## src/hw/rtl/tgad_pkg.sv

```systemverilog
// Shared types and constants for the TGA run-length pixel decoder.
package tgad_pkg;

    // Packet header fields
    localparam logic [7:0] HDR_COUNT_MASK = 8'h7f;
    localparam logic [7:0] HDR_RUN_BIT    = 8'h80;

    // Configuration register indexes
    localparam logic [1:0] CFG_BYTES_PER_PIXEL = 2'd0;
    localparam logic [1:0] CFG_RLE_ENABLED     = 2'd1;
    localparam logic [1:0] CFG_TOTAL_PIXELS    = 2'd2;

    localparam int CFG_INDEX_W = 2;

    // Classified stream byte, as it sits in the queue
    typedef struct packed {
        logic [7:0] data_byte;
        logic       start_image;
        logic       hdr_run;
        logic [7:0] hdr_count;
    } queue_item_t;

    // One configuration write
    typedef struct packed {
        logic                   valid;
        logic [CFG_INDEX_W-1:0] index;
        logic [31:0]            data;
    } cfg_write_t;

endpackage

```

## src/hw/rtl/tgad_front.sv

```systemverilog
// Front end: accepts stream bytes and pre-decodes the packet header fields.
module tgad_front (
    input  logic                 in_valid,
    output logic                 in_ready,
    input  logic [7:0]           data_byte,
    input  logic                 start_image,
    output logic                 push_valid,
    input  logic                 push_ready,
    output tgad_pkg::queue_item_t push_item
);
    import tgad_pkg::*;

    // Accept whenever the queue has room
    assign in_ready   = push_ready;
    assign push_valid = in_valid;

    // Split out the header fields so the back end only selects
    always_comb
    begin
        push_item.data_byte   = data_byte;
        push_item.start_image = start_image;
        push_item.hdr_run     = (data_byte & HDR_RUN_BIT) != 8'h00;
        push_item.hdr_count   = (data_byte & HDR_COUNT_MASK) + 8'd1;
    end

endmodule

```

## src/hw/rtl/tgad_queue.sv

```systemverilog
// Small FIFO between the front end and the decode back end.
module tgad_queue #(
    parameter int DEPTH = 2
) (
    input  logic                  clk,
    input  logic                  rst_n,
    input  logic                  push_valid,
    output logic                  push_ready,
    input  tgad_pkg::queue_item_t push_item,
    output logic                  pop_valid,
    input  logic                  pop_ready,
    output tgad_pkg::queue_item_t pop_item,
    output logic [$clog2(DEPTH+1)-1:0] level
);
    import tgad_pkg::*;

    localparam int PTR_W = $clog2(DEPTH);
    localparam int CNT_W = $clog2(DEPTH + 1);
    localparam logic [PTR_W-1:0] LAST_PTR = PTR_W'(DEPTH - 1);
    localparam logic [CNT_W-1:0] FULL_CNT = CNT_W'(DEPTH);

    queue_item_t       mem_reg [DEPTH];
    logic [PTR_W-1:0]  wr_ptr_reg, wr_ptr_next;
    logic [PTR_W-1:0]  rd_ptr_reg, rd_ptr_next;
    logic [CNT_W-1:0]  count_reg, count_next;
    logic              do_push, do_pop;

    assign push_ready = count_reg != FULL_CNT;
    assign pop_valid  = count_reg != '0;
    assign pop_item   = mem_reg[rd_ptr_reg];
    assign level      = count_reg;

    assign do_push = push_valid && push_ready;
    assign do_pop  = pop_valid && pop_ready;

    // Advance pointers and occupancy
    always_comb
    begin
        wr_ptr_next = wr_ptr_reg;
        rd_ptr_next = rd_ptr_reg;
        count_next  = count_reg;
        if (do_push)
        begin
            wr_ptr_next = (wr_ptr_reg == LAST_PTR) ? '0 : wr_ptr_reg + 1'b1;
        end
        if (do_pop)
        begin
            rd_ptr_next = (rd_ptr_reg == LAST_PTR) ? '0 : rd_ptr_reg + 1'b1;
        end
        if (do_push && !do_pop)
        begin
            count_next = count_reg + 1'b1;
        end
        else if (do_pop && !do_push)
        begin
            count_next = count_reg - 1'b1;
        end
    end

    always_ff @(posedge clk or negedge rst_n)
    begin
        if (!rst_n)
        begin
            wr_ptr_reg <= '0;
            rd_ptr_reg <= '0;
            count_reg  <= '0;
        end
        else
        begin
            wr_ptr_reg <= wr_ptr_next;
            rd_ptr_reg <= rd_ptr_next;
            count_reg  <= count_next;
        end
    end

    // Store the item
    always_ff @(posedge clk)
    begin
        if (do_push)
        begin
            mem_reg[wr_ptr_reg] <= push_item;
        end
    end

endmodule

```

## src/hw/rtl/tgad_back.sv

```systemverilog
// Back end: packet state, pixel assembly, pixel counting and result register.
module tgad_back (
    input  logic                  clk,
    input  logic                  rst_n,
    input  tgad_pkg::cfg_write_t  cfg_wr,
    input  logic                  pop_valid,
    output logic                  pop_ready,
    input  tgad_pkg::queue_item_t pop_item,
    output logic                  out_valid,
    input  logic                  out_ready,
    output logic [31:0]           pixel_value,
    output logic [7:0]            repeat_count,
    output logic                  image_done
);
    import tgad_pkg::*;

    // Configuration
    logic [2:0]  bpp_reg;
    logic        rle_reg;
    logic [31:0] total_reg;

    // Decode state
    logic        expect_header_reg, expect_header_next;
    logic        run_packet_reg, run_packet_next;
    logic [7:0]  pkt_left_reg, pkt_left_next;
    logic [1:0]  byte_pos_reg, byte_pos_next;
    logic [31:0] pixel_asm_reg, pixel_asm_next;
    logic [31:0] emitted_reg, emitted_next;

    // Result register
    logic        out_valid_reg, out_valid_next;
    logic [31:0] pixel_value_reg;
    logic [7:0]  repeat_count_reg;
    logic        image_done_reg;

    // Working values
    logic        fire;
    logic        emit;
    logic        cur_eh, cur_rp;
    logic [7:0]  cur_pl;
    logic [1:0]  cur_bp;
    logic [31:0] cur_pa, cur_pe;
    logic [32:0] remaining;
    logic        done;
    logic [2:0]  size;
    logic [2:0]  pos_inc;
    logic [31:0] pa_merged;
    logic [7:0]  rep_base, rep;
    logic        rep_done;

    assign fire      = pop_valid && (!out_valid_reg || out_ready);
    assign pop_ready = !out_valid_reg || out_ready;

    // Apply configuration writes
    always_ff @(posedge clk or negedge rst_n)
    begin
        if (!rst_n)
        begin
            bpp_reg   <= 3'd3;
            rle_reg   <= 1'b1;
            total_reg <= 32'd1;
        end
        else if (cfg_wr.valid)
        begin
            case (cfg_wr.index)
                CFG_BYTES_PER_PIXEL: bpp_reg   <= cfg_wr.data[2:0];
                CFG_RLE_ENABLED:     rle_reg   <= cfg_wr.data[0];
                CFG_TOTAL_PIXELS:    total_reg <= cfg_wr.data;
                default:             ;
            endcase
        end
    end

    // Start of image drops the decode state before the byte is used
    always_comb
    begin
        if (pop_item.start_image)
        begin
            cur_eh = 1'b1;
            cur_rp = 1'b0;
            cur_pl = '0;
            cur_bp = '0;
            cur_pa = '0;
            cur_pe = '0;
        end
        else
        begin
            cur_eh = expect_header_reg;
            cur_rp = run_packet_reg;
            cur_pl = pkt_left_reg;
            cur_bp = byte_pos_reg;
            cur_pa = pixel_asm_reg;
            cur_pe = emitted_reg;
        end
    end

    // Pixels still missing; none left or a borrow means the image is complete
    assign remaining = {1'b0, total_reg} - {1'b0, cur_pe};
    assign done      = remaining[32] || (remaining[31:0] == 32'h0);

    // Clamp the pixel size to 1..4
    always_comb
    begin
        case (bpp_reg)
            3'd0:    size = 3'd1;
            3'd1:    size = 3'd1;
            3'd2:    size = 3'd2;
            3'd3:    size = 3'd3;
            3'd4:    size = 3'd4;
            default: size = 3'd4;
        endcase
    end

    assign pos_inc   = {1'b0, cur_bp} + 3'd1;
    assign pa_merged = cur_pa | ({24'h0, pop_item.data_byte} << {cur_bp, 3'b000});

    // Repeat count, clipped to the missing pixels
    always_comb
    begin
        if (rle_reg && cur_rp)
        begin
            rep_base = (cur_pl == 8'd0) ? 8'd1 : cur_pl;
        end
        else
        begin
            rep_base = 8'd1;
        end
        if ((remaining[31:8] == 24'h0) && (rep_base > remaining[7:0]))
        begin
            rep = remaining[7:0];
        end
        else
        begin
            rep = rep_base;
        end
    end

    assign rep_done = remaining[31:0] == {24'h0, rep};

    // Decode one byte
    always_comb
    begin
        expect_header_next = cur_eh;
        run_packet_next    = cur_rp;
        pkt_left_next      = cur_pl;
        byte_pos_next      = cur_bp;
        pixel_asm_next     = cur_pa;
        emitted_next       = cur_pe;
        emit               = 1'b0;
        if (!done)
        begin
            if (rle_reg && cur_eh)
            begin
                run_packet_next    = pop_item.hdr_run;
                pkt_left_next      = pop_item.hdr_count;
                expect_header_next = 1'b0;
                byte_pos_next      = '0;
                pixel_asm_next     = '0;
            end
            else if (pos_inc < size)
            begin
                byte_pos_next  = pos_inc[1:0];
                pixel_asm_next = pa_merged;
            end
            else
            begin
                emit           = 1'b1;
                byte_pos_next  = '0;
                pixel_asm_next = '0;
                emitted_next   = cur_pe + {24'h0, rep};
                if (rle_reg)
                begin
                    if (cur_rp || (cur_pl <= 8'd1))
                    begin
                        pkt_left_next      = '0;
                        expect_header_next = 1'b1;
                    end
                    else
                    begin
                        pkt_left_next = cur_pl - 8'd1;
                    end
                end
            end
        end
    end

    // Hold the result until taken
    always_comb
    begin
        if (fire && emit)
        begin
            out_valid_next = 1'b1;
        end
        else if (out_ready)
        begin
            out_valid_next = 1'b0;
        end
        else
        begin
            out_valid_next = out_valid_reg;
        end
    end

    always_ff @(posedge clk or negedge rst_n)
    begin
        if (!rst_n)
        begin
            expect_header_reg <= 1'b1;
            run_packet_reg    <= 1'b0;
            pkt_left_reg      <= '0;
            byte_pos_reg      <= '0;
            pixel_asm_reg     <= '0;
            emitted_reg       <= '0;
            out_valid_reg     <= 1'b0;
        end
        else
        begin
            out_valid_reg <= out_valid_next;
            if (fire)
            begin
                expect_header_reg <= expect_header_next;
                run_packet_reg    <= run_packet_next;
                pkt_left_reg      <= pkt_left_next;
                byte_pos_reg      <= byte_pos_next;
                pixel_asm_reg     <= pixel_asm_next;
                emitted_reg       <= emitted_next;
            end
        end
    end

    // Load the result payload
    always_ff @(posedge clk)
    begin
        if (fire && emit)
        begin
            pixel_value_reg  <= pa_merged;
            repeat_count_reg <= rep;
            image_done_reg   <= rep_done;
        end
    end

    assign out_valid    = out_valid_reg;
    assign pixel_value  = pixel_value_reg;
    assign repeat_count = repeat_count_reg;
    assign image_done   = image_done_reg;

endmodule

```

## src/hw/rtl/tga_rle_pixel_decoder.sv

```systemverilog
// A pixel's last byte goes through the queue; its item then loads the result register.
// One byte per cycle while the queue has room; the back end retires one per cycle unless held.
// Header bytes and bytes after image completion are consumed and give no item.
// The output register frees in the cycle its item is taken, so results can stream one per cycle.
// Reset (rst_n low, asynchronous): queue emptied, awaiting a packet header, counts cleared,
// registers at 3 bytes per pixel, run-length coding on, total of one pixel.
module tga_rle_pixel_decoder #(
    parameter int QUEUE_DEPTH = 2
) (
    input  logic        clk,
    input  logic        rst_n,
    input  logic        cfg_valid,
    output logic        cfg_ready,
    input  logic [1:0]  cfg_index,
    input  logic [31:0] cfg_data,
    input  logic        in_valid,
    output logic        in_ready,
    input  logic [7:0]  data_byte,
    input  logic        start_image,
    output logic        out_valid,
    input  logic        out_ready,
    output logic [31:0] pixel_value,
    output logic [7:0]  repeat_count,
    output logic        image_done
);
    import tgad_pkg::*;

    localparam int LEVEL_W = $clog2(QUEUE_DEPTH + 1);

    logic                push_valid, push_ready;
    queue_item_t         push_item;
    logic                pop_valid, pop_ready;
    queue_item_t         pop_item;
    logic [LEVEL_W-1:0]  q_level;
    cfg_write_t          cfg_wr;

    // Configuration writes are taken at once
    assign cfg_ready    = 1'b1;
    assign cfg_wr.valid = cfg_valid;
    assign cfg_wr.index = cfg_index;
    assign cfg_wr.data  = cfg_data;

    tgad_front u_front (
        .in_valid    (in_valid),
        .in_ready    (in_ready),
        .data_byte   (data_byte),
        .start_image (start_image),
        .push_valid  (push_valid),
        .push_ready  (push_ready),
        .push_item   (push_item)
    );

    tgad_queue #(
        .DEPTH (QUEUE_DEPTH)
    ) u_queue (
        .clk        (clk),
        .rst_n      (rst_n),
        .push_valid (push_valid),
        .push_ready (push_ready),
        .push_item  (push_item),
        .pop_valid  (pop_valid),
        .pop_ready  (pop_ready),
        .pop_item   (pop_item),
        .level      (q_level)
    );

    tgad_back u_back (
        .clk          (clk),
        .rst_n        (rst_n),
        .cfg_wr       (cfg_wr),
        .pop_valid    (pop_valid),
        .pop_ready    (pop_ready),
        .pop_item     (pop_item),
        .out_valid    (out_valid),
        .out_ready    (out_ready),
        .pixel_value  (pixel_value),
        .repeat_count (repeat_count),
        .image_done   (image_done)
    );

    // Bytes are only taken while the queue has room
    a_no_overflow: assert property (@(posedge clk) disable iff (!rst_n)
        (in_valid && in_ready) |-> (q_level < LEVEL_W'(QUEUE_DEPTH)))
        else $error("byte accepted into a full queue");

    // A delivered pixel item always covers at least one and at most 128 pixels
    a_rep_range: assert property (@(posedge clk) disable iff (!rst_n)
        out_valid |-> ((repeat_count != 8'd0) && (repeat_count <= 8'd128)))
        else $error("repeat count out of range");

    // Queue occupancy and its valid flag agree
    a_queue_valid: assert property (@(posedge clk) disable iff (!rst_n)
        pop_valid == (q_level != '0))
        else $error("queue valid disagrees with level");

endmodule

```

## config.mk

```make
export PLATFORM = sky130hd
export DESIGN_NAME = tga_rle_pixel_decoder
export DESIGN_NICKNAME = d
export VERILOG_FILES = /design/src/hw/rtl/tgad_pkg.sv /design/src/hw/rtl/tgad_front.sv /design/src/hw/rtl/tgad_queue.sv /design/src/hw/rtl/tgad_back.sv /design/src/hw/rtl/tga_rle_pixel_decoder.sv
export SDC_FILE = /design/constraint.sdc
export NUM_CORES = 1
export LEC_CHECK = 0
export BUFFER_PORTS_ARGS = -buffer_cell sky130_fd_sc_hd__buf_4
export CORE_MARGIN = 5
export CORE_UTILIZATION = 35
export DETAILED_ROUTE_END_ITERATION = 10
export PLACE_DENSITY_LB_ADDON = 0.05
export RECOVER_POWER = 25
export SYNTH_ARGS = -nofsm -noshare
export SYNTH_HDL_FRONTEND = slang
export SYNTH_SLANG_ARGS = --single-unit
```

## constraint.sdc

```tcl
create_clock -name clk -period 14.8 [get_ports clk]
set_input_delay 2.96 -clock clk [delete_from_list [all_inputs] [get_ports clk]]
set_output_delay 2.96 -clock clk [all_outputs]
set_load 0.02 [all_outputs]
```

After elaboration in Yosys (flattened, before gate mapping)
Memories as Yosys holds them, arrays and structs flattened.
Cells that the tools add are included.
W data, S select, Z words.

word-level totals
  bits in writable memories = 36
  memories = 1
  input bits = 48
  register bits after elaboration = 158
  word-level logic and storage cells = 106

memory list
  memory           depth  width  rd ports  clocked after memory_dff  wr ports  line              RTL
  u_queue.mem_reg  2      18     1         0                         1         tgad_queue.sv:22  queue_item_t mem_reg [DEPTH];

cells by class
  order comparisons = 3
  add/sub/neg operators = 9
  multiplexer cells = 42
  equality and inequality tests = 7
  bitwise logic cells = 1
  reductions and logical operators = 26
  shift-type cells = 1

operator list
  cell                   number
  $mux W32               8
  $mux W8                9
  $sub A32 B32 Y33       1
  $add A32 B8 Y32        1
  $eq A32 B8 Y1          1
  $logic_not A32 Y1      1
  $or A32 B32 Y32        1
  $shl A8 B5 Y32         1
  $logic_not A24 Y1      1
  $mux W1                18
  $mux W2                6
  $pmux W3 S3            1
  $add A7 B1 Y8 const B  1
  $gt A8 B8 Y1           1
  $le A8 B1 Y1 const B   1
  $logic_and A1 B1 Y1    8
  $logic_not A8 Y1       1
  $sub A8 B1 Y8 const B  1
  $eq A3 B2 Y1 const B   2
  $reduce_and A2 Y1      3
  $reduce_bool A2 Y1     3
  $add A2 B1 Y3 const B  1
  $eq A3 B1 Y1 const B   1
  $logic_not A1 Y1       3
  11 further kinds       14

Longest topological paths before layout
Gate-level depths: netlist (run 1).
An unclocked memory read counts as a cell.

  depth in word-level cells = 12
  mapped depth = 36
  mapped depth without buffers = 31

By module
A second synthesis (run 1) with hierarchy kept.

unflattened totals
  cell total of the unflattened synthesis = 1211
  area total of the unflattened synthesis = 11880.1 um^2

by module, submodules not included
  module                 area an instance (um^2)  instances  cells an instance
  tgad_back              10132.2                  1          1108
  tgad_queue             1542.7                   1          74
  tgad_front             193.9                    1          27
  tga_rle_pixel_decoder  11.3                     1          2

Least setup slack after synthesis (run 1)
OpenSTA, ideal clock, no wires.

  path kind = reg-to-reg
  start = reg u_queue.rd_ptr_reg
  end = reg u_back.emitted_reg[2]
  required time = 14507 ps
  buffers on the path = 6
  data arrival time = 7686 ps
  slack = 6821 ps
  clock period less this slack = 7979 ps
  cell stages (with the launch flop) = 21
  path through = dfrtp_1 buf_2 mux2i_1 clkbuf_1 clkbuf_1 buf_1 buf_1 nand2_1 ha_1 buf_4 nand2_1 o21ai_1 o21bai_1 a31o_2 or3_2 xnor2_1 a2111oi_2 nand4b_2 o31ai_4 nor3_1 o21ai_0

on the way
  word-level cells in the longest chain between the ends = 12
  elaborated cells between the ends (all ways) = 24
  classes of those cells = 3 x add/sub; 2 x order compare; 11 x mux; 7 x reduce/logical; 1 x memory

ends and longest elaborated chain
  item                                                                       line              RTL
  start, declared                                                            tgad_queue.sv:24  logic [PTR_W-1:0] rd_ptr_reg, rd_ptr_next;
  start signal, assigned                                                     tgad_queue.sv:71  rd_ptr_reg <= rd_ptr_next;
  $mem_v2 Z2 W18 *                                                           -
  parallel branches: the longest is 10 deep, another holds $sub A32 B32 Y33  -
  $mux W32 *                                                                 tgad_back.sv:150  if (!done)
  end signal, assigned                                                       tgad_back.sv:226  emitted_reg <= emitted_next;
  end, declared                                                              tgad_back.sv:28   logic [31:0] emitted_reg, emitted_next;

Mark *: on every way between the ends.
A chain may end at the register's enable or synchronous reset.

Worst setup path after layout (run 1)
  start = reg u_queue.rd_ptr_reg
  end = reg u_back.emitted_reg[13]

on the way
  word-level cells in the longest chain between the ends = 12
  elaborated cells between the ends (all ways) = 24
  classes of those cells = 3 x add/sub; 2 x order compare; 11 x mux; 7 x reduce/logical; 1 x memory

ends and longest elaborated chain
  item                                                                      line              RTL
  $mem_v2 Z2 W18 *                                                          -
  parallel branches: the longest is 6 deep, another holds $sub A32 B32 Y33  -
  $mux W8 *                                                                 tgad_back.sv:128  if ((remaining[31:8] == 24'h0) && (rep_base > remaining[7:0]))
  net u_back.rep[1]                                                         tgad_back.sv:48   logic [7:0] rep_base, rep;
  $add A32 B8 Y32 *                                                         tgad_back.sv:170  emitted_next = cur_pe + {24'h0, rep};
  $mux W32 *                                                                tgad_back.sv:160  else if (pos_inc < size)
  $mux W32 *                                                                tgad_back.sv:152  if (rle_reg && cur_eh)
  $mux W32 *                                                                tgad_back.sv:150

Mark *: on every way through the listed nets, which the timed path passes.

==> results of run 1 <==
path summary, 6_finish.rpt:
path / end / cells past startpoint / slack (ns) / startpoint
min in group asynchronous: u_back.total_reg[10] / 1 / 3.75 / rst_n
worst min-delay path: u_queue.wr_ptr_reg / 1 / 0.50 / u_queue.wr_ptr_reg
max in group asynchronous: u_back.pixel_asm_reg[30] / 2 / 8.77 / rst_n
worst max register to register: u_back.emitted_reg[13] / 29 / 5.48 / u_queue.rd_ptr_reg
worst min register to register: u_queue.wr_ptr_reg / 1 / 0.50 / u_queue.wr_ptr_reg
worst max-delay path: u_back.emitted_reg[13] / 29 / 5.48 / u_queue.rd_ptr_reg
power breakdown:
| group | leakage (nW) | switching [mW] | internal (mW) |
|---|---|---|---|
| sequential | 2.22 | 0.0606 | 0.673 |
| combinational | 2.79 | 0.553 | 0.296 |
| clock | 0.303 | 0.232 | 0.259 |
| total | 5.32 | 0.846 | 1.23 |
routing by layer:
layer | vias up | track usage (%) | wire length (um)
met2 | 175 | 25.2 | 13100
met1 | 4180 | 26.3 | 15800
met5 | - | 0 | 0
li1 | 4164 | - | -
met3 | 21 | 3.72 | 1280
met4 | 0 | 3.90 | 332
cell families after synthesis:
| kind of cell | Yosys count | share of synthesized area, % |
|---|---|---|
| and+or+nand+nor | 365 | 15.8 |
| AOI/OAI and AO/OA | 264 | 16.1 |
| DFF | 192 | 46.5 |
| buffers and inverters | 87 | 3.48 |
| muxes | 63 | 6.19 |
| xor gates and xnor gates | 62 | 4.87 |
| adders and majority gates | 61 | 6.98 |
| other | 1 | 0.0336 |
metrics by stage:
step	util, %	hold WS (ns)	total power, mW	area (um2)	cells
after CTS	40.7	0.499	2.10	12800	1582
final	40.5	0.496	2.07	12800	1582
after floorplan	-	0.461	1.33	11100	1095
after global placement	38.7	0.482	1.60	12200	1550
after global routing	40.5	0.523	2.21	12800	1582
after detailed placement	38.7	0.483	1.60	12200	1550
cell usage in the layout (no fill, tap or decap), types with 22 or more instances in the layout:
cell,count
buf_4,87
nand4_1,25
nor3_1,30
dfrtp_1,112
nor2_1,85
xnor2_1,42
nand2_1,116
a21oi_1,78
inv_1,38
nand3_1,29
mux2_2,44
a21o_1,22
edfxtp_1,75
o21ai_0,42
a22o_1,46
ha_1,59
Yosys cell counts, types with 4 or more instances:
cell type and instances:
dfstp_2 5, o22ai_1 6, o21ai_1 7, and3_1 12
a211oi_1 7, nor4_1 8, mux2_2 47, mux2i_1 16
dfrtp_1 112, and2_1 8, ha_1 59, a31oi_1 6
o21a_1 7, buf_2 10, a21oi_1 78, nand3b_1 4
o21ai_0 41, nand4_1 25, o211ai_1 5, nand2b_1 10
buf_6 5, nand3_1 29, inv_1 38, nand2_1 116
nor2_1 85, xor2_1 20, or3_1 13, edfxtp_1 75
nor2b_1 8, a22o_1 46, clkbuf_1 21, xnor2_1 42
a21o_1 22, o21bai_1 6, nor3_1 32, buf_1 9
layout make-up:
class,count,share of cell area (%)
multi-input cells,816,43.8
flip-flops and latches,192,40.7
repair buffers,101,5.59
well taps,402,3.94
clock buffers,18,3.36
clock inverters,14,1.46
inverters,39,1.15
worst reg2reg max path, delay by kind of cell, from the launching register on:
kind,cells,cell delay [ns]
buf+inv,1,2.04
xor+xnor,2,0.71
fa+ha+maj,3,0.99
compound gates,10,2.30
mux,2,0.65
flops,1,0.41
simple gates,11,2.16
==> impl_metrics.env, run 1 <==
export IMPL_groute_usage_overall_pct=17.3
export IMPL_syn_inst=1095
export IMPL_largest_reg_flops=34
export IMPL_tns_ns=0
export IMPL_seq_area_um2=5190
export IMPL_crit_family="compound AO/OA/AOI/OAI gates"
export IMPL_synth_area_leaders="dfrtp_1 25%, edfxtp_1 20%, ha_1 6.6%"
export IMPL_ys_flop_type="dfrtp_1"
export IMPL_synth_edf_count=75
export IMPL_drtIter0Drc=563
export IMPL_drt_antenna_violating_nets=0
export IMPL_vias=8540
export IMPL_maxCapViolCount=2
export IMPL_drc_errors=0
export IMPL_antenna_found_initial=0
export IMPL_ioPinCount=92
export IMPL_core_area_um2=31500
export IMPL_vias_per_cell=5.40
export IMPL_cp_common_cell="a21oi_1"
export IMPL_fin_crit_ns=9.32
export IMPL_path_buf_inv=1
export IMPL_grt_pass1_vias=8554
export IMPL_clock_sinks=192
export IMPL_wirelength_um=30500
export IMPL_postCtsSetupBuffers=0
export IMPL_relSlewSlack_pct=-143
export IMPL_die_w_um=188
export IMPL_synth_seq_cells=192
export IMPL_setup_viol=0
export IMPL_drive_gt1_share_pct=15.8
export IMPL_clock_fmax_mhz=107
export IMPL_status="finished with violations"
export IMPL_async_flop_share_pct=60.9
export IMPL_overflow=0
export IMPL_cts_buffers=17
export IMPL_cp_start_kind="flop"
export IMPL_syn_area_um2=11100
export IMPL_p_per_area_nw_per_um2=163
export IMPL_io_buffers=90
export IMPL_dr_pass1_iters=5
export IMPL_arrival_ns=9.69
export IMPL_place_congestion=0.831
export IMPL_cp_slowest_cell="clkbuf_1"
export IMPL_crit_fanout=61
export IMPL_clk_pin_slew_worst_paths_ns=0.08
export IMPL_pre_cts_ws_ns=7.22
export IMPL_period_share_pct=62.9
export IMPL_hold_viol_final=0
export IMPL_path_class="reg2reg"
export IMPL_cts_tree="built"
export IMPL_dp_final_hpwl_um=21900
export IMPL_hold_buffers=0
export IMPL_clock_skew_ns=0.0143
export IMPL_initial_utilization_pct=35.4
export IMPL_fin_ws_ns=5.48
export IMPL_rows=65
export IMPL_tightestPinTransition_ns=3.64
export IMPL_cpPeakStageDelay_ns=2.04
export IMPL_violations="max-capacitance violations, max-slew violations"
export IMPL_route_detailed_wl_per_inst_um=19.3
export IMPL_worstSkewPairLatency_ns=0.45
export IMPL_antenna_cells=0
export IMPL_cts_resized=0
export IMPL_yosysTopAreaCell="dfrtp_1"
export IMPL_fin_nets=1276
export IMPL_p_leak_nw=5.32
export IMPL_required_ns=15.17
export IMPL_yosysSeqAreaShare_pct=46.5
export IMPL_clock_path_buffers=2
export IMPL_nFillCells=3108
export IMPL_rsz0062_at_grt="no"
export IMPL_peakVddDrop_uv=91.9
export IMPL_area_delta_synth_final_pct=14.5
export IMPL_ys_warnings_count=0
export IMPL_grt_max_degree=64
export IMPL_synth_avg_cell_area_um2=10.2
export IMPL_multi_input_area_um2=5590
export IMPL_die_area_um2=35500
export IMPL_end_kind="flop"
export IMPL_syn_num_nets=1204
export IMPL_yosys_area_top_type_share_pct=25.1
export IMPL_htree_levels=4
export IMPL_grt_pass1_wl_um=49000
export IMPL_die_y_um=188
export IMPL_yosysUniqueCellTypes=72
export IMPL_maxSlewViolCount=126
export IMPL_hold_path_class="reg2reg"
export IMPL_clockRootBuffer="clkbuf_16"
Note: power is estimated with default switching activity, not from simulation.
==> run 2: changes to the inputs <==
- clock period: 14.8 -> 8.4 ns (I/O delays scaled with it)
==> impl_metrics.env, run 2 (same netlist as run 1, synthesis figures left out) <==
export IMPL_status="finished with violations"
export IMPL_violations="max-capacitance violations, max-slew violations"
export IMPL_fin_crit_ns=7.51
export IMPL_tightestPinTransition_ns=3.59
export IMPL_io_buffers=90
export IMPL_grt_max_degree=63
export IMPL_required_ns=8.79
export IMPL_initial_utilization_pct=35.4
export IMPL_maxCapViolCount=1
export IMPL_largest_reg_flops=34
export IMPL_hold_viol_final=0
export IMPL_rsz0062_at_grt="no"
export IMPL_fin_ws_ns=0.890
export IMPL_drive_gt1_share_pct=16.4
export IMPL_die_y_um=188
export IMPL_rows=65
export IMPL_cp_depth=29
export IMPL_period_share_pct=89.4
export IMPL_cp_start_kind="flop"
export IMPL_whs_path_depth=1
export IMPL_mostFrequentLayoutCell="nand2_1"
export IMPL_rr_worst_depth=29
export IMPL_worstSkewPairLatency_ns=0.46
export IMPL_clock_skew_ns=0.0137
export IMPL_relSlewSlack_pct=-140
export IMPL_clockRootBuffer="clkbuf_16"
export IMPL_hold_buffers=0
export IMPL_cts_resized=0
export IMPL_hold_path_class="reg2reg"
export IMPL_maxSlewViolCount=63
export IMPL_path_class="reg2reg"
export IMPL_drc_errors=0
export IMPL_most_common_layout_cells="116 x nand2_1, 112 x dfrtp_1, 91 x buf_4, 85 x nor2_1, 78 x a21oi_1"
export IMPL_antenna_found_initial=0
export IMPL_ioPinCount=92
export IMPL_die_area_um2=35500
export IMPL_clock_path_buffers=2
export IMPL_crit_family="simple AND/OR/NAND/NOR gates"
export IMPL_cts_tree="built"
export IMPL_clock_fmax_mhz=133
export IMPL_wirelength_um=30200
export IMPL_end_kind="flop"
export IMPL_setup_viol=0
export IMPL_route_detailed_wl_per_inst_um=19.1
export IMPL_min_from="u_queue.wr_ptr_reg"
export IMPL_tns_ns=0
export IMPL_vias=8566
export IMPL_drt_antenna_violating_nets=0
export IMPL_grt_pass1_vias=8491
export IMPL_area_delta_synth_final_pct=15.0
export IMPL_fin_nets=1279
export IMPL_cpPeakStageDelay_ns=0.85
export IMPL_p_leak_nw=5.34
export IMPL_peakVddDrop_uv=169
export IMPL_pre_cts_ws_ns=0.898
export IMPL_clk_pin_slew_worst_paths_ns=0.09
export IMPL_arrival_ns=7.90
export IMPL_dpl_cell_count=1553
export IMPL_antenna_cells=0
export IMPL_dp_final_hpwl_um=21900
export IMPL_drtIter0Drc=757
export IMPL_die_w_um=188
export IMPL_postCtsSetupBuffers=0
export IMPL_clock_sinks=192
export IMPL_overflow=0
export IMPL_groute_usage_overall_pct=17.3
export IMPL_crit_fanout=30
export IMPL_cp_slowest_cell="mux2i_4"
export IMPL_vias_per_cell=5.40
export IMPL_fin_cells=1585
export IMPL_htree_levels=4
export IMPL_path_buf_inv=1
export IMPL_r2r_start="u_queue.rd_ptr_reg"
export IMPL_p_per_area_nw_per_um2=287
export IMPL_grt_pass1_wl_um=49100
export IMPL_core_area_um2=31500
export IMPL_place_congestion=0.812
export IMPL_startpoint="u_queue.rd_ptr_reg"
export IMPL_dr_pass1_iters=5
export IMPL_cts_buffers=17
export IMPL_cp_common_cell="a21oi_1"
## run 2: cell count changes in the layout (fill, tap and decap cells not counted)
| cell | change |
|---|---|
| buf_4 | +4 |
| bufinv_16 | -1 |
| clkbuf_1 | -2 |
| clkinv_2 | -1 |
| clkinv_8 | +3 |
| inv_12 | +3 |
| inv_6 | -3 |
| mux2_1 | -2 |
| mux2_2 | +2 |
| o21ai_0 | -1 |
| o21ai_1 | +1 |
## run 2: cell type report
class | instances | area (um2)
Multi-Input combinational cell | 816 | 5590
Fill cell | 3113 | 18700
Clock buffer | 17 | 425
Clock inverter | 15 | 223
Sequential cell | 192 | 5190
Timing Repair Buffer | 104 | 739
Inverter | 39 | 146
Tap cell | 402 | 503
## run 2: per-layer routing
layer  share of wire [%]  up-vias  GRT usage (%)
met3                 4.1       16           3.26
li1                    -     4159              -
met4                0.77        0           3.50
met2                  43      200           25.4
met1                  52     4191           26.7
met5                   0        -              0
## run 2: final timing paths
path | endpoint | slack, ns
min reg2reg | u_queue.wr_ptr_reg | 0.50
min in group asynchronous | u_back.total_reg[12] | 2.45
max reg2reg | u_back.emitted_reg[20] | 0.89
max in group asynchronous | u_back.emitted_reg[11] | 3.71
max | u_back.emitted_reg[20] | 0.89
min | u_queue.wr_ptr_reg | 0.50
## run 2: report_power, final
| part | internal [mW] | switching, mW |
|---|---|---|
| Combinational | 0.527 | 0.978 |
| Sequential | 1.19 | 0.102 |
| Clock | 0.443 | 0.440 |
## run 2: stage by stage
stage / hold slack (ns) / area, um2 / util (%) / power [mW]
floorplan: 0.461 / 11100 / - / 2.35
global placement: 0.478 / 12200 / 38.8 / 2.82
detailed placement: 0.491 / 12200 / 38.8 / 2.82
CTS: 0.504 / 12900 / 40.9 / 3.72
global route: 0.519 / 12800 / 40.7 / 3.93
finish: 0.501 / 12800 / 40.7 / 3.68
==> run 3: changes to the inputs <==
- ABC_AREA: unset -> 1
- RECOVER_POWER: 25 -> unset
==> impl_metrics.env, run 3 <==
export IMPL_most_common_layout_cells="842 x nand2_1, 237 x inv_1, 217 x nor2_1, 171 x nand3_1, 112 x dfrtp_1"
export IMPL_multi_input_area_um2=8080
export IMPL_dp_final_hpwl_um=36000
export IMPL_die_w_um=214
export IMPL_rows=74
export IMPL_wirelength_um=49700
export IMPL_p_leak_nw=8.02
export IMPL_cp_start_kind="flop"
export IMPL_clockRootBuffer="clkbuf_16"
export IMPL_syn_num_nets=2310
export IMPL_crit_fanout=39
export IMPL_drive_gt1_share_pct=9.39
export IMPL_overflow=0
export IMPL_worstSkewPairLatency_ns=0.50
export IMPL_clock_fmax_mhz=134
export IMPL_grt_max_degree=82
export IMPL_yosysMostFrequentCell="nand2_1"
export IMPL_die_area_um2=45900
export IMPL_p_per_area_nw_per_um2=266
export IMPL_ioPinCount=92
export IMPL_tightestPinTransition_ns=1.03
export IMPL_area_delta_synth_final_pct=11.5
export IMPL_postCtsSetupBuffers=0
export IMPL_htree_levels=4
export IMPL_clk_pin_slew_worst_paths_ns=0.08
export IMPL_route_detailed_wl_per_inst_um=17.8
export IMPL_end_kind="flop"
export IMPL_yosysUniqueCellTypes=49
export IMPL_cp_slowest_cell="dfrtp_1"
export IMPL_drtIter0Drc=965
export IMPL_die_y_um=214
export IMPL_place_congestion=0.904
export IMPL_rsz0062_at_grt="no"
export IMPL_async_flop_share_pct=60.9
export IMPL_synth_seq_cells=192
export IMPL_arrival_ns=7.92
export IMPL_clock_path_buffers=2
export IMPL_syn_inst=2201
export IMPL_nFillCells=4449
export IMPL_cts_tree="built"
export IMPL_yosysTopAreaCell="nand2_1"
export IMPL_synth_edf_count=75
export IMPL_clock_sinks=192
export IMPL_seq_area_um2=5190
export IMPL_ys_flop_type="dfrtp_1"
export IMPL_largest_reg_flops=34
export IMPL_vias=13882
export IMPL_yosys_area_top_type_share_pct=21.7
export IMPL_maxSlewViolCount=0
export IMPL_core_area_um2=41000
export IMPL_hold_path_class="reg2reg"
export IMPL_peakVddDrop_uv=156
export IMPL_antenna_found_initial=0
export IMPL_grt_pass1_vias=13471
export IMPL_syn_area_um2=14600
export IMPL_relSlewSlack_pct=31.0
export IMPL_clock_skew_ns=0.0133
export IMPL_netlist_top_cells_count="844 x nand2_1, 238 x inv_1, 217 x nor2_1"
export IMPL_vias_per_cell=4.98
export IMPL_ys_warnings_count=0
export IMPL_synth_area_leaders="nand2_1 22%, dfrtp_1 19%, edfxtp_1 15%"
export IMPL_antenna_cells=0
export IMPL_cpPeakStageDelay_ns=0.63
export IMPL_fin_cells=2790
export IMPL_required_ns=8.83
export IMPL_groute_usage_overall_pct=21.5
export IMPL_status="finished, final reports clean"
export IMPL_dpl_cell_count=2758
export IMPL_mostFrequentLayoutCell="nand2_1"
export IMPL_fin_nets=2354
export IMPL_cts_buffers=17
export IMPL_cts_resized=0
export IMPL_hold_viol_final=0
export IMPL_initial_utilization_pct=35.6
export IMPL_finalPower_mw=4.32
export IMPL_hold_buffers=0
export IMPL_fin_crit_ns=7.48
export IMPL_setup_viol=0
export IMPL_drt_antenna_violating_nets=0
export IMPL_drc_errors=0
export IMPL_period_share_pct=89.1
export IMPL_io_buffers=90
export IMPL_maxCapViolCount=0
export IMPL_grt_pass1_wl_um=78000
export IMPL_tns_ns=0
export IMPL_dr_pass1_iters=5
export IMPL_yosysSeqAreaShare_pct=35.5
export IMPL_cp_common_cell="nand2_1"
export IMPL_synth_avg_cell_area_um2=6.63
export IMPL_path_class="reg2reg"
run 3: cells by family (layout without fill, tap and decap cells):
logic type      count (synthesis)  count (layout)  synth area share, %
simple gates                 1306            1306                 36.5
fa+ha+maj                      61              61                 5.33
xor+xnor                       49              49                 2.94
mux                            33              33                 2.51
compound gates                220             220                 7.87
flops                         192             192                 35.5
buf+inv                       339             396                 9.32
other cells                     1               1               0.0257
run 3: layer usage:
metal / global-route usage (%) / share of wire (%) / vias to the layer above
met2: 34.4 / 45 / 312
met5: 0 / 0 / -
met1: 30.0 / 48 / 6462
met3: 3.54 / 4.8 / 55
li1: - / - / 7053
met4: 6.59 / 2.5 / 0
run 3: layout make-up:
class                      instances  area share [%]
inverter                         254            5.86
multi-input combinational       1670            49.6
sequential                       192            31.9
tap                              532            4.09
timing repair buffer             110            5.10
clock buffer                      20            2.75
clock inverter                    12           0.669
run 3: path summary, 6_finish.rpt:
| kind | from | to | slack, ns | depth (start not counted) |
|---|---|---|---|---|
| worst max-delay path | u_queue.rd_ptr_reg | u_back.emitted_reg[30] | 0.92 | 36 |
| worst min-delay path | u_back.expect_header_reg | u_back.expect_header_reg | 0.48 | 2 |
| worst max register to register | u_queue.rd_ptr_reg | u_back.emitted_reg[30] | 0.92 | 36 |
| worst min register to register | u_back.expect_header_reg | u_back.expect_header_reg | 0.48 | 2 |
| max in group asynchronous | rst_n | u_back.pixel_asm_reg[19] | 5.94 | 2 |
| min in group asynchronous | rst_n | u_back.pixel_asm_reg[29] | 1.20 | 1 |
run 3: worst max-delay path, delay by kind of cell (launching register included):
kind / cells / cell delay, ns
buffers and inverters: 6 / 1.38
AOI/OAI and AO/OA: 6 / 1.35
DFF: 1 / 0.63
and+or+nand+nor: 18 / 2.33
adders and majority gates: 4 / 1.26
xor gates and xnor gates: 2 / 0.44
run 3: per-stage QoR:
step                      hold WS, ns  cell area, um2  util, %  worst slack, ns
after floorplan                 0.445           14600        -             2.85
final                           0.477           16300     39.7            0.915
after global routing            0.500           16300     39.7            0.203
after global placement          0.456           15700     38.3             1.15
after CTS                       0.477           16300     39.7            0.980
after detailed placement        0.466           15700     38.3             1.01
run 3: where the power goes:
| group | switching [mW] | internal (mW) | total [mW] |
|---|---|---|---|
| Sequential | 0.116 | 1.22 | 1.34 |
| Clock | 0.410 | 0.418 | 0.828 |
| Combinational | 1.56 | 0.592 | 2.16 |
